$ cat src/design/smf_pkg.sv
// Shared types and constants for the sliding window median filter.
package smf_pkg;

    localparam int SAMPLE_W     = 32;
    localparam int CFG_W        = 5;
    localparam int RESET_LENGTH = 16;

    typedef logic signed [SAMPLE_W-1:0] t_sample;

    typedef struct packed {
        logic clear;
        logic step;
    } t_cell_ctrl;

endpackage

$ cat src/design/smf_cell.sv
// One cell of the sorted window chain: holds a sample and the ring slot it came from.
module smf_cell
    import smf_pkg::*;
#(
    parameter int SLOT_W = 4
) (
    input  logic              i_clk,
    input  t_cell_ctrl        i_ctrl,
    input  logic              i_active,
    input  logic [SLOT_W-1:0] i_init_slot,
    input  t_sample           i_sample,
    input  logic [SLOT_W-1:0] i_wpos,
    input  t_sample           i_prev_val,
    input  logic [SLOT_W-1:0] i_prev_slot,
    input  logic              i_prev_gt,
    input  logic              i_prev_del,
    input  t_sample           i_next_val,
    input  logic [SLOT_W-1:0] i_next_slot,
    input  logic              i_next_gt,
    output t_sample           o_val,
    output logic [SLOT_W-1:0] o_slot,
    output logic              o_gt,
    output logic              o_del,
    output t_sample           o_next_val
);

    t_sample           r_val;
    logic [SLOT_W-1:0] r_slot;
    t_sample           n_val;
    logic [SLOT_W-1:0] n_slot;

    logic              gt_own;
    logic              del_le;
    t_sample           rem_val;
    logic [SLOT_W-1:0] rem_slot;
    logic              rem_gt;
    t_sample           rem_prev_val;
    logic [SLOT_W-1:0] rem_prev_slot;
    logic              rem_prev_gt;

    // Inactive cells lie beyond the window and compare as larger than anything.
    assign gt_own = !i_active || (r_val > i_sample);
    assign del_le = i_prev_del || (i_active && (r_slot == i_wpos));

    // Contents after the oldest sample leaves the chain.
    assign rem_val       = del_le ? i_next_val  : r_val;
    assign rem_slot      = del_le ? i_next_slot : r_slot;
    assign rem_gt        = del_le ? i_next_gt   : gt_own;
    assign rem_prev_val  = i_prev_del ? r_val  : i_prev_val;
    assign rem_prev_slot = i_prev_del ? r_slot : i_prev_slot;
    assign rem_prev_gt   = i_prev_del ? gt_own : i_prev_gt;

    // The new sample enters where the chain crosses from smaller to larger.
    always_comb begin
        if (!rem_gt) begin
            n_val  = rem_val;
            n_slot = rem_slot;
        end else if (!rem_prev_gt) begin
            n_val  = i_sample;
            n_slot = i_wpos;
        end else begin
            n_val  = rem_prev_val;
            n_slot = rem_prev_slot;
        end
    end

    always_ff @(posedge i_clk) begin
        if (i_ctrl.clear) begin
            r_val  <= '0;
            r_slot <= i_init_slot;
        end else if (i_ctrl.step && i_active) begin
            r_val  <= n_val;
            r_slot <= n_slot;
        end
    end

    assign o_val      = r_val;
    assign o_slot     = r_slot;
    assign o_gt       = gt_own;
    assign o_del      = del_le;
    assign o_next_val = n_val;

endmodule

$ cat src/design/sliding_window_median_filter_top.sv
// Sliding window median filter: sorted chain of cells with ring slot tags.
//
// The filter accepts one signed sample per clock cycle while the output is not stalled and
// returns, in the cycle after the transaction, the element at index length/2 of the window
// sorted ascending (the upper middle for even lengths). Each cell of the chain compares its value
// with the new sample and its neighbors, so the oldest sample leaves as the new one enters; that
// compare-and-shift step and the selection of the middle cell set the clock period. Writing
// the window length clears the window to zeros and restarts the ring position, so the first
// results after a reset or a length write include those zeros. A length of zero acts as one
// and a length at or above MAX_WINDOW acts as MAX_WINDOW; reset sets 16, capped at MAX_WINDOW.
module sliding_window_median_filter_top
    import smf_pkg::*;
#(
    parameter int MAX_WINDOW = 16
) (
    input  logic             i_clk,
    input  logic             i_rst_n,
    input  logic             i_window_length_we,
    input  logic [CFG_W-1:0] i_window_length,
    input  logic             i_valid,
    output logic             o_ready,
    input  t_sample          i_sample,
    output logic             o_valid,
    input  logic             i_ready,
    output t_sample          o_median
);

    localparam int IW        = $clog2(MAX_WINDOW);
    localparam int LW        = $clog2(MAX_WINDOW + 1);
    localparam int RESET_LEN = (RESET_LENGTH >= MAX_WINDOW) ? MAX_WINDOW : RESET_LENGTH;

    logic [LW-1:0] r_len;
    logic [LW-1:0] n_len;
    logic [IW-1:0] r_wpos;
    logic [LW-1:0] wpos_inc;
    logic [LW-1:0] half;
    logic          r_ovalid;
    t_sample       r_median;
    logic          accept;
    t_cell_ctrl    ctrl;

    t_sample       c_val      [MAX_WINDOW];
    logic [IW-1:0] c_slot     [MAX_WINDOW];
    logic          c_gt       [MAX_WINDOW];
    logic          c_del      [MAX_WINDOW];
    t_sample       c_next_val [MAX_WINDOW];

    assign o_ready = i_rst_n && (!r_ovalid || i_ready);
    assign accept  = i_valid && o_ready;

    assign ctrl.clear = !i_rst_n || i_window_length_we;
    assign ctrl.step  = accept;

    always_comb begin
        if (32'(i_window_length) >= 32'(MAX_WINDOW)) begin
            n_len = LW'(MAX_WINDOW);
        end else if (i_window_length == '0) begin
            n_len = LW'(1);
        end else begin
            n_len = LW'(i_window_length);
        end
    end

    assign wpos_inc = LW'(r_wpos) + LW'(1);
    assign half     = r_len >> 1;

    genvar gi;
    generate
        for (gi = 0; gi < MAX_WINDOW; gi++) begin : g_cell
            t_sample       prev_val;
            logic [IW-1:0] prev_slot;
            logic          prev_gt;
            logic          prev_del;
            t_sample       next_val;
            logic [IW-1:0] next_slot;
            logic          next_gt;
            logic          active;

            if (gi == 0) begin : g_first
                assign prev_val  = '0;
                assign prev_slot = '0;
                assign prev_gt   = 1'b0;
                assign prev_del  = 1'b0;
            end else begin : g_mid_prev
                assign prev_val  = c_val[gi-1];
                assign prev_slot = c_slot[gi-1];
                assign prev_gt   = c_gt[gi-1];
                assign prev_del  = c_del[gi-1];
            end

            if (gi == MAX_WINDOW - 1) begin : g_last
                assign next_val  = '0;
                assign next_slot = '0;
                assign next_gt   = 1'b1;
            end else begin : g_mid_next
                assign next_val  = c_val[gi+1];
                assign next_slot = c_slot[gi+1];
                assign next_gt   = c_gt[gi+1];
            end

            assign active = LW'(gi) < r_len;

            smf_cell #(
                .SLOT_W (IW)
            ) u_cell (
                .i_clk       (i_clk),
                .i_ctrl      (ctrl),
                .i_active    (active),
                .i_init_slot (IW'(gi)),
                .i_sample    (i_sample),
                .i_wpos      (r_wpos),
                .i_prev_val  (prev_val),
                .i_prev_slot (prev_slot),
                .i_prev_gt   (prev_gt),
                .i_prev_del  (prev_del),
                .i_next_val  (next_val),
                .i_next_slot (next_slot),
                .i_next_gt   (next_gt),
                .o_val       (c_val[gi]),
                .o_slot      (c_slot[gi]),
                .o_gt        (c_gt[gi]),
                .o_del       (c_del[gi]),
                .o_next_val  (c_next_val[gi])
            );
        end
    endgenerate

    always_ff @(posedge i_clk) begin
        if (!i_rst_n) begin
            r_len    <= LW'(RESET_LEN);
            r_wpos   <= '0;
            r_ovalid <= 1'b0;
        end else begin
            if (i_window_length_we) begin
                r_len  <= n_len;
                r_wpos <= '0;
            end else if (accept) begin
                if (wpos_inc >= r_len) begin
                    r_wpos <= '0;
                end else begin
                    r_wpos <= wpos_inc[IW-1:0];
                end
            end
            if (accept) begin
                r_ovalid <= 1'b1;
            end else if (i_ready) begin
                r_ovalid <= 1'b0;
            end
        end
    end

    always_ff @(posedge i_clk) begin
        if (accept) begin
            r_median <= c_next_val[half[IW-1:0]];
        end
    end

    assign o_valid  = r_ovalid;
    assign o_median = r_median;

endmodule

$ cat config.mk
export PLATFORM = sky130hd
export DESIGN_NAME = sliding_window_median_filter_top
export DESIGN_NICKNAME = d
export VERILOG_FILES = /design/src/design/smf_pkg.sv /design/src/design/smf_cell.sv /design/src/design/sliding_window_median_filter_top.sv
export SDC_FILE = /design/constraint.sdc
export NUM_CORES = 2
export LEC_CHECK = 0
export ABC_AREA = 1
export BUFFER_PORTS_ARGS = -buffer_cell sky130_fd_sc_hd__clkbuf_2
export CORE_MARGIN = 2
export CORE_UTILIZATION = 29
export DETAILED_ROUTE_END_ITERATION = 6
export HOLD_SLACK_MARGIN = 0.05
export PLACE_DENSITY = 0.42
export SLEW_MARGIN = 20
export SYNTH_ARGS = -nofsm -noshare
export SYNTH_HDL_FRONTEND = slang
export SYNTH_SLANG_ARGS = --single-unit
$ cat constraint.sdc
create_clock -name i_clk -period 6.38 [get_ports i_clk]
set_input_delay 1.276 -clock i_clk [delete_from_list [all_inputs] [get_ports i_clk]]
set_output_delay 1.276 -clock i_clk [all_outputs]
set_load 0.005 [all_outputs]
Yosys cells after proc, flatten, opt, wreduce, memory -nomap -nowiden
Cells that the tools add are included.
{"block": "classes", "order_cmp": 35, "n_bitwise": 2, "n_reduce_logical": 90, "n_eq_ne": 16, "addsub": 1, "n_mux": 118}
{"cell": "$mux 32", "count": 49}
{"cell": "$gt 32x32->1", "count": 16}
{"cell": "$mux 4", "count": 48}
{"cell": "$bmux 32 s4", "count": 1}
{"cell": "$eq 4x4->1", "count": 16}
{"cell": "$lt 4x5->1 const A", "count": 8}
{"cell": "$logic_and 1x1->1", "count": 34}
{"cell": "$logic_or 1x1->1", "count": 33}
{"cell": "$lt 3x5->1 const A", "count": 4}
{"cell": "$logic_not 1->1", "count": 18}
{"cell": "$mux 1", "count": 18}
{"cell": "$ge 5x5->1 const B", "count": 2}
{"cell": "$lt 1x5->1 const A", "count": 2}
{"cell": "$lt 2x5->1 const A", "count": 2}
{"cell": "$mux 5", "count": 2}
{"cell": "$add 4x1->5 const B", "count": 1}
{"cell": "$ge 5x5->1", "count": 1}
{"cell": "$logic_not 5->1", "count": 1}
{"cell": "$not 4->5", "count": 1}
{"cell": "$reduce_bool 2->1", "count": 2}
{"cell": "$reduce_and 2->1", "count": 1}
{"cell": "$reduce_or 2->1", "count": 1}
{"cell": "$not 1->1", "count": 1}
{"block": "totals", "elab_cells": 298, "reg_bits": 618, "output_inout_bits": 34}

Depth between registers and ports, before layout
{"block": "depth", "depth_word": 22, "mapped_depth": 31, "mapped_depth_nobuf": 30}

Cells and area by module
A second synthesis with hierarchy kept.
{"block": "hier_totals", "cells_unflattened": 13127, "area_unflattened_um2": 77703.3}
{"module": "smf_cell (g_cell[0].u_cell ...)", "area_per_inst_um2": 4448.0, "instances": 11, "cells_each": 727, "seq_area_each_um2": 760.7}
{"module": "smf_cell (g_cell[5].u_cell ...)", "area_per_inst_um2": 4334.2, "instances": 5, "cells_each": 726, "seq_area_each_um2": 760.7}
{"module": "sliding_window_median_filter_top", "area_per_inst_um2": 7104.3, "instances": 1, "cells_each": 1500, "seq_area_each_um2": 1161.1}

Worst setup path after synthesis
No wires, ideal clock.
{"block": "synth_timing", "path_type": "input -> register", "start": "input i_sample[22]", "end": "register r_median[19], in the netlist o_median[19] (data pin)", "path_stages": 18, "setup_time_ps": 253, "path_slack_ps": 1470, "t_arrival_ps": 4657, "n_path_buf": 3, "required_ps": 6127, "cell_sequence": "clkbuf_1 -> clkinv_1 -> ha_1 -> nand2_1 -> nor4_1 -> or3b_2 -> nand3_1 -> nand3_1 -> nand2_1 -> clkbuf_1 -> clkbuf_1 -> nand2_1 -> o211ai_1 -> o21ai_0 -> nand2_1 -> nand2_1 -> nor2_1 -> nand2_1"}
{"block": "synth_between", "elab_chain_cells": 8, "word_cells_on_any_way": 82}
{"element": "from (decl)", "line": "sliding_window_median_filter_top.sv:22", "text": "input t_sample i_sample,"}
{"element": "$gt 32x32->1", "line": "smf_cell.sv:42", "text": "assign gt_own = !i_active || (r_val > i_sample);"}
{"element": "$logic_or 1x1->1", "line": "smf_cell.sv:42"}
{"element": "$mux 1", "line": "smf_cell.sv:48, smf_cell.sv:51"}
{"element": "$mux 32", "line": "smf_cell.sv:58", "text": "end else if (!rem_prev_gt) begin"}
{"element": "$mux 32", "line": "smf_cell.sv:55", "text": "if (!rem_gt) begin"}
{"element": "$bmux 32 s4 (*)", "line": "sliding_window_median_filter_top.sv:154", "text": "r_median <= c_next_val[half[IW-1:0]];"}
{"element": "$mux 32 (implied by the code) (*) (2 in a row)", "line": "sliding_window_median_filter_top.sv:154"}
{"element": "to (signal assigned)", "line": "sliding_window_median_filter_top.sv:154"}
{"element": "to (decl)", "line": "sliding_window_median_filter_top.sv:38", "text": "t_sample r_median;"}
Mark *: on every way between the ends. The rest lies on a longest branch, timed or not. The select of a mux whose other input is x is not followed.
A chain may end at the register's enable or synchronous reset.

Worst setup path in the final report
{"block": "layout_timing", "start": "register r_wpos[1]", "end": "register r_median[0], in the netlist o_median[0] (data pin)"}
{"block": "layout_between", "elab_chain_cells": 22, "word_cells_on_any_way": 113}
{"element": "from (decl)", "line": "sliding_window_median_filter_top.sv:34", "text": "logic [IW-1:0] r_wpos;"}
{"element": "from (signal assigned)", "line": "sliding_window_median_filter_top.sv:141", "text": "r_wpos <= wpos_inc[IW-1:0];"}
{"element": "$eq 4x4->1", "line": "smf_cell.sv:43", "text": "assign del_le = i_prev_del || (i_active && (r_slot == i_wpos));"}
{"element": "$logic_and 1x1->1", "line": "smf_cell.sv:43"}
{"element": "$logic_or 1x1->1 (14 in a row)", "line": "smf_cell.sv:43"}
{"element": "$mux 32 (tied with other cells)", "line": "smf_cell.sv:46, smf_cell.sv:49"}
{"element": "$mux 32 (tied with other cells)", "line": "smf_cell.sv:58"}
{"element": "$mux 32", "line": "smf_cell.sv:55"}
{"element": "$bmux 32 s4 (*)", "line": "sliding_window_median_filter_top.sv:154"}
{"element": "$mux 32 (implied by the code) (*) (2 in a row)", "line": "sliding_window_median_filter_top.sv:154"}
Marks and branches as above.

==> qor.csv <==
stage,metric,value,unit
synth,ys_warn_count,0,
sta,max_freq,158,MHz
setup_path,slowest_stage,nand4_1,
clock_tree,cts_sinks,618,
job,cap_violations,0,
setup_path,path_cells,"clkinv_1, buf_4, o22ai_1, a21oi_1, nand3_1, nand4_1, nor2_2, nand4_4, nand2_1, nand2_4, inv_2, nand2_1, nand2_1, nor2_1, nor2_1, nor2_1, nor2_1, nand2_1, nand2_1, nand2_1",
final_layout,layout.nets,10700,
final_layout,fin_area,68700,um^2
status,status,finished clean,
setup_path,crit_family,simple AND/OR/NAND/NOR gates,
setup_path,cp.arrival,6.83,ns
sta,rsz0062_at_grt,false,
clock_tree,cts.clk_slew.worst_paths,0.06,ns
synth,muxShareOfSynthArea,0.0996,%
synth,ys.flop_type,dfxtp_1,
routing,vias_per_cell,5.57,
synth,syn-num-nets,10800,
min_path,worstHoldPathType,flop to flop,
global_routing,grt_usage,34.0,%
clock_tree,post_cts_buffers,0,
sta,final_hold_viol_count,0,
placement,placedCellCount,12700,
placement,dpl_worst_slack,-0.0379,ns
die,die_area,212000,um^2
setup_path,start_kind,flop,
global_routing,grt_max_degree,129,
routing,drtIter0Drc,7069,
global_routing,grt_pass1_wl,516000,um
setup_path,max_stage_delay,0.64,ns
global_routing,grt-ovfl-total,0,
final_layout,area_delta_synth_final,13.9,%
routing,detail-route-antenna-nets,0,
final_layout,stdcell_count,12900,
global_routing,grt_pass1_vias,68700,
setup_path,end_kind,flop,
synth,avgSynthCellArea,5.88,um^2
synth,synth_top_family_by_area,simple AND/OR/NAND/NOR gates,
final_layout,final_cell_mix,"nand2_1, inv_1, nand3_1",
clock_tree,clk_latency,0.77,ns
sta,max_slew.worst_pin.slew,1.22,ns
synth,synth-seq-cells,618,
synth,synth_area_leader_cell,nand2_1,
clock_tree,cts_hold_buf,0,
setup_path,critPathRequiredTime,6.87,ns
pwr,ir_worst_vdd,0.217,mV
clock_tree,cts_tree,done,
routing,routed_wl,370000,um
synth,ys_seq_area_share,21.0,%
sta,setup_viol,0,
placement,io_buffers,75,
sta,setup_ws,0.0379,ns
routing,dr.pass1.iters,7,
synth,synth-simple-area-share,35.9,%
sta,finClkSkew,0.0373,ns
sta,tns,0,ns
routing,vias,72000,
clock_tree,cts_root_buf,clkbuf_16,
clock_tree,numCtsBuffers,94,
die,die_w,460,um
synth,postSynthCellCount,10300,
die,io_pins,76,
die,start_util,29.2,%
placement,placedInstanceArea,65500,um^2
pwr,p_leak,35.8,nW
pwr,power.density,264,nW/um^2
synth,synth-adder-area-share,10.7,%
setup_path,worst-path-buf-inv,3,
synth,synthXorXnorAreaFrac,0.407,%
final_layout,final_common_cell,nand2_1,
synth,synth-compound-area-share,19.6,%
synth,synth_area_leaders,"nand2_1, dfxtp_1, ha_1",
clock_tree,clk_path_buf_depth,3,
sta,fin_crit_sh,99.4,%
sta,slew_viol_final,0,
sta,slew_headroom,17.6,%
synth,yosysTopAreaCellShare,19.5,%
final_layout,layout-drive-gt1-share,7.68,%
clock_tree,cts_max_level,3,
synth,synth.distinct_cells,55,
placement,globalplace.congestion,0.961,
routing,drc,0,
die,fp.dieH,460,um
setup_path,crit_type,flop to flop,
synth,synth-edff-count,32,
setup_path,critPathMaxFanout,20,
setup_path,critPathMostFrequentCell,nand2_1,
routing,routedWlPerCell,28.6,um
sta,post-route-min-period,6.34,ns
die,coreArea,207000,um^2
synth,syn_area,60300,um^2
die,fp-row-count,167,
placement,hpwl,274000,um
global_routing,grt_antenna_before_repair,26,
synth,async_reset_ff_share,0,%
## layer usage
layer / part of all wire [%] / vias to the layer above / track usage [%] / wire length, um
met5: 0.016 / - / 0 / 58
li1: - / 33800 / - / -
met1: 39 / 34500 / 39.9 / 145000
met4: 8.6 / 10 / 25.2 / 31900
met3: 6.5 / 903 / 5.56 / 24100
met2: 46 / 2747 / 55.8 / 170000
## final timing paths
check / start / to / slack [ns] / cells past startpoint
min: g_cell[0].u_cell.o_slot[2]$_SDFFE_PP0P_ / g_cell[0].u_cell.o_slot[2]$_SDFFE_PP0P_ / 0.49 / 2
max reg2reg: r_wpos[1]$_SDFFE_PP0P_ / o_median[0]$_DFFE_PP_ / 0.04 / 20
min reg2reg: g_cell[0].u_cell.o_slot[2]$_SDFFE_PP0P_ / g_cell[0].u_cell.o_slot[2]$_SDFFE_PP0P_ / 0.49 / 2
max: r_wpos[1]$_SDFFE_PP0P_ / o_median[0]$_DFFE_PP_ / 0.04 / 20
## Yosys cell counts, types with 7 or more instances
cell and count:
ha_1 518, a31oi_1 9, xor2_1 21, o21ai_1 26
inv_1 1193, or2_2 47, nor4_1 18, buf_1 75
nor2_4 8, a221oi_1 16, xnor2_1 7, nor3_1 25
or2_1 23, edfxtp_1 32, a21oi_1 526, o22ai_1 10
clkbuf_1 512, dfxtp_1 586, inv_2 22, nand3_1 1141
buf_2 72, nand4_1 142, nor2_1 506, nand3b_1 45
clkinv_1 14, o21bai_1 8, a211o_1 22, o21a_1 50
nand2_1 3132, buf_4 15, o211ai_1 473, o21ai_0 894
## report_power, final
group / total, W / switching [W] / internal (W)
logic: 0.00827 / 0.00596 / 0.00231
clock network: 0.00559 / 0.00233 / 0.00325
registers: 0.00431 / 0.000235 / 0.00407
## layout make-up
type                       count  area, um^2
multi-input combinational   7727       40500
clock inverter                24         240
inverter                    1230        4630
timing repair buffer         469        4350
sequential                   618       12700
antenna                       12        30.0
clock buffer                 146        2890
tap                         2704        3380
fill                       23500      138000
## metrics by stage
step | util (%) | hold WS [ns] | total power (W)
6_report | 33.2 | 0.486 | 0.0182
3_3_place_gp | 31.7 | 0.471 | 0.0125
4_1_cts | 33.2 | 0.487 | 0.0181
3_5_place_dp | 31.7 | 0.478 | 0.0125
5_1_grt | 33.2 | 0.531 | 0.0191
2_1_floorplan | - | 0.458 | 0.00911
## state kept, by name, indices dropped and copies added, names as in the netlist
| signal | cells |
|---|---|
| g_cell.u_cell.o_slot | 64 |
| g_cell.u_cell.o_val | 512 |
| o_median | 32 |
| o_valid | 1 |
| r_len | 5 |
| r_wpos | 4 |
## worst min-delay path, cell delays in order, from the launching register on
cell and delay (ns):
dfxtp_1 0.32, nand2_1 0.06, a21oi_1 0.05
## kinds of logic after synthesis
family | Yosys count
multiplexers | 6
flip-flops | 618
AND/OR/NAND/NOR | 5121
buffers and inverters | 1907
XOR/XNOR | 28
AO/OA/AOI/OAI | 2054
adder cells (fa/ha/maj) | 518
## what timing repair did
item	CTS	global route
endpoints found under the hold margin	0	0
resized for setup	0	2
setup endpoints to repair	0	1
No activity file was read; power rests on OpenSTA's default activity.
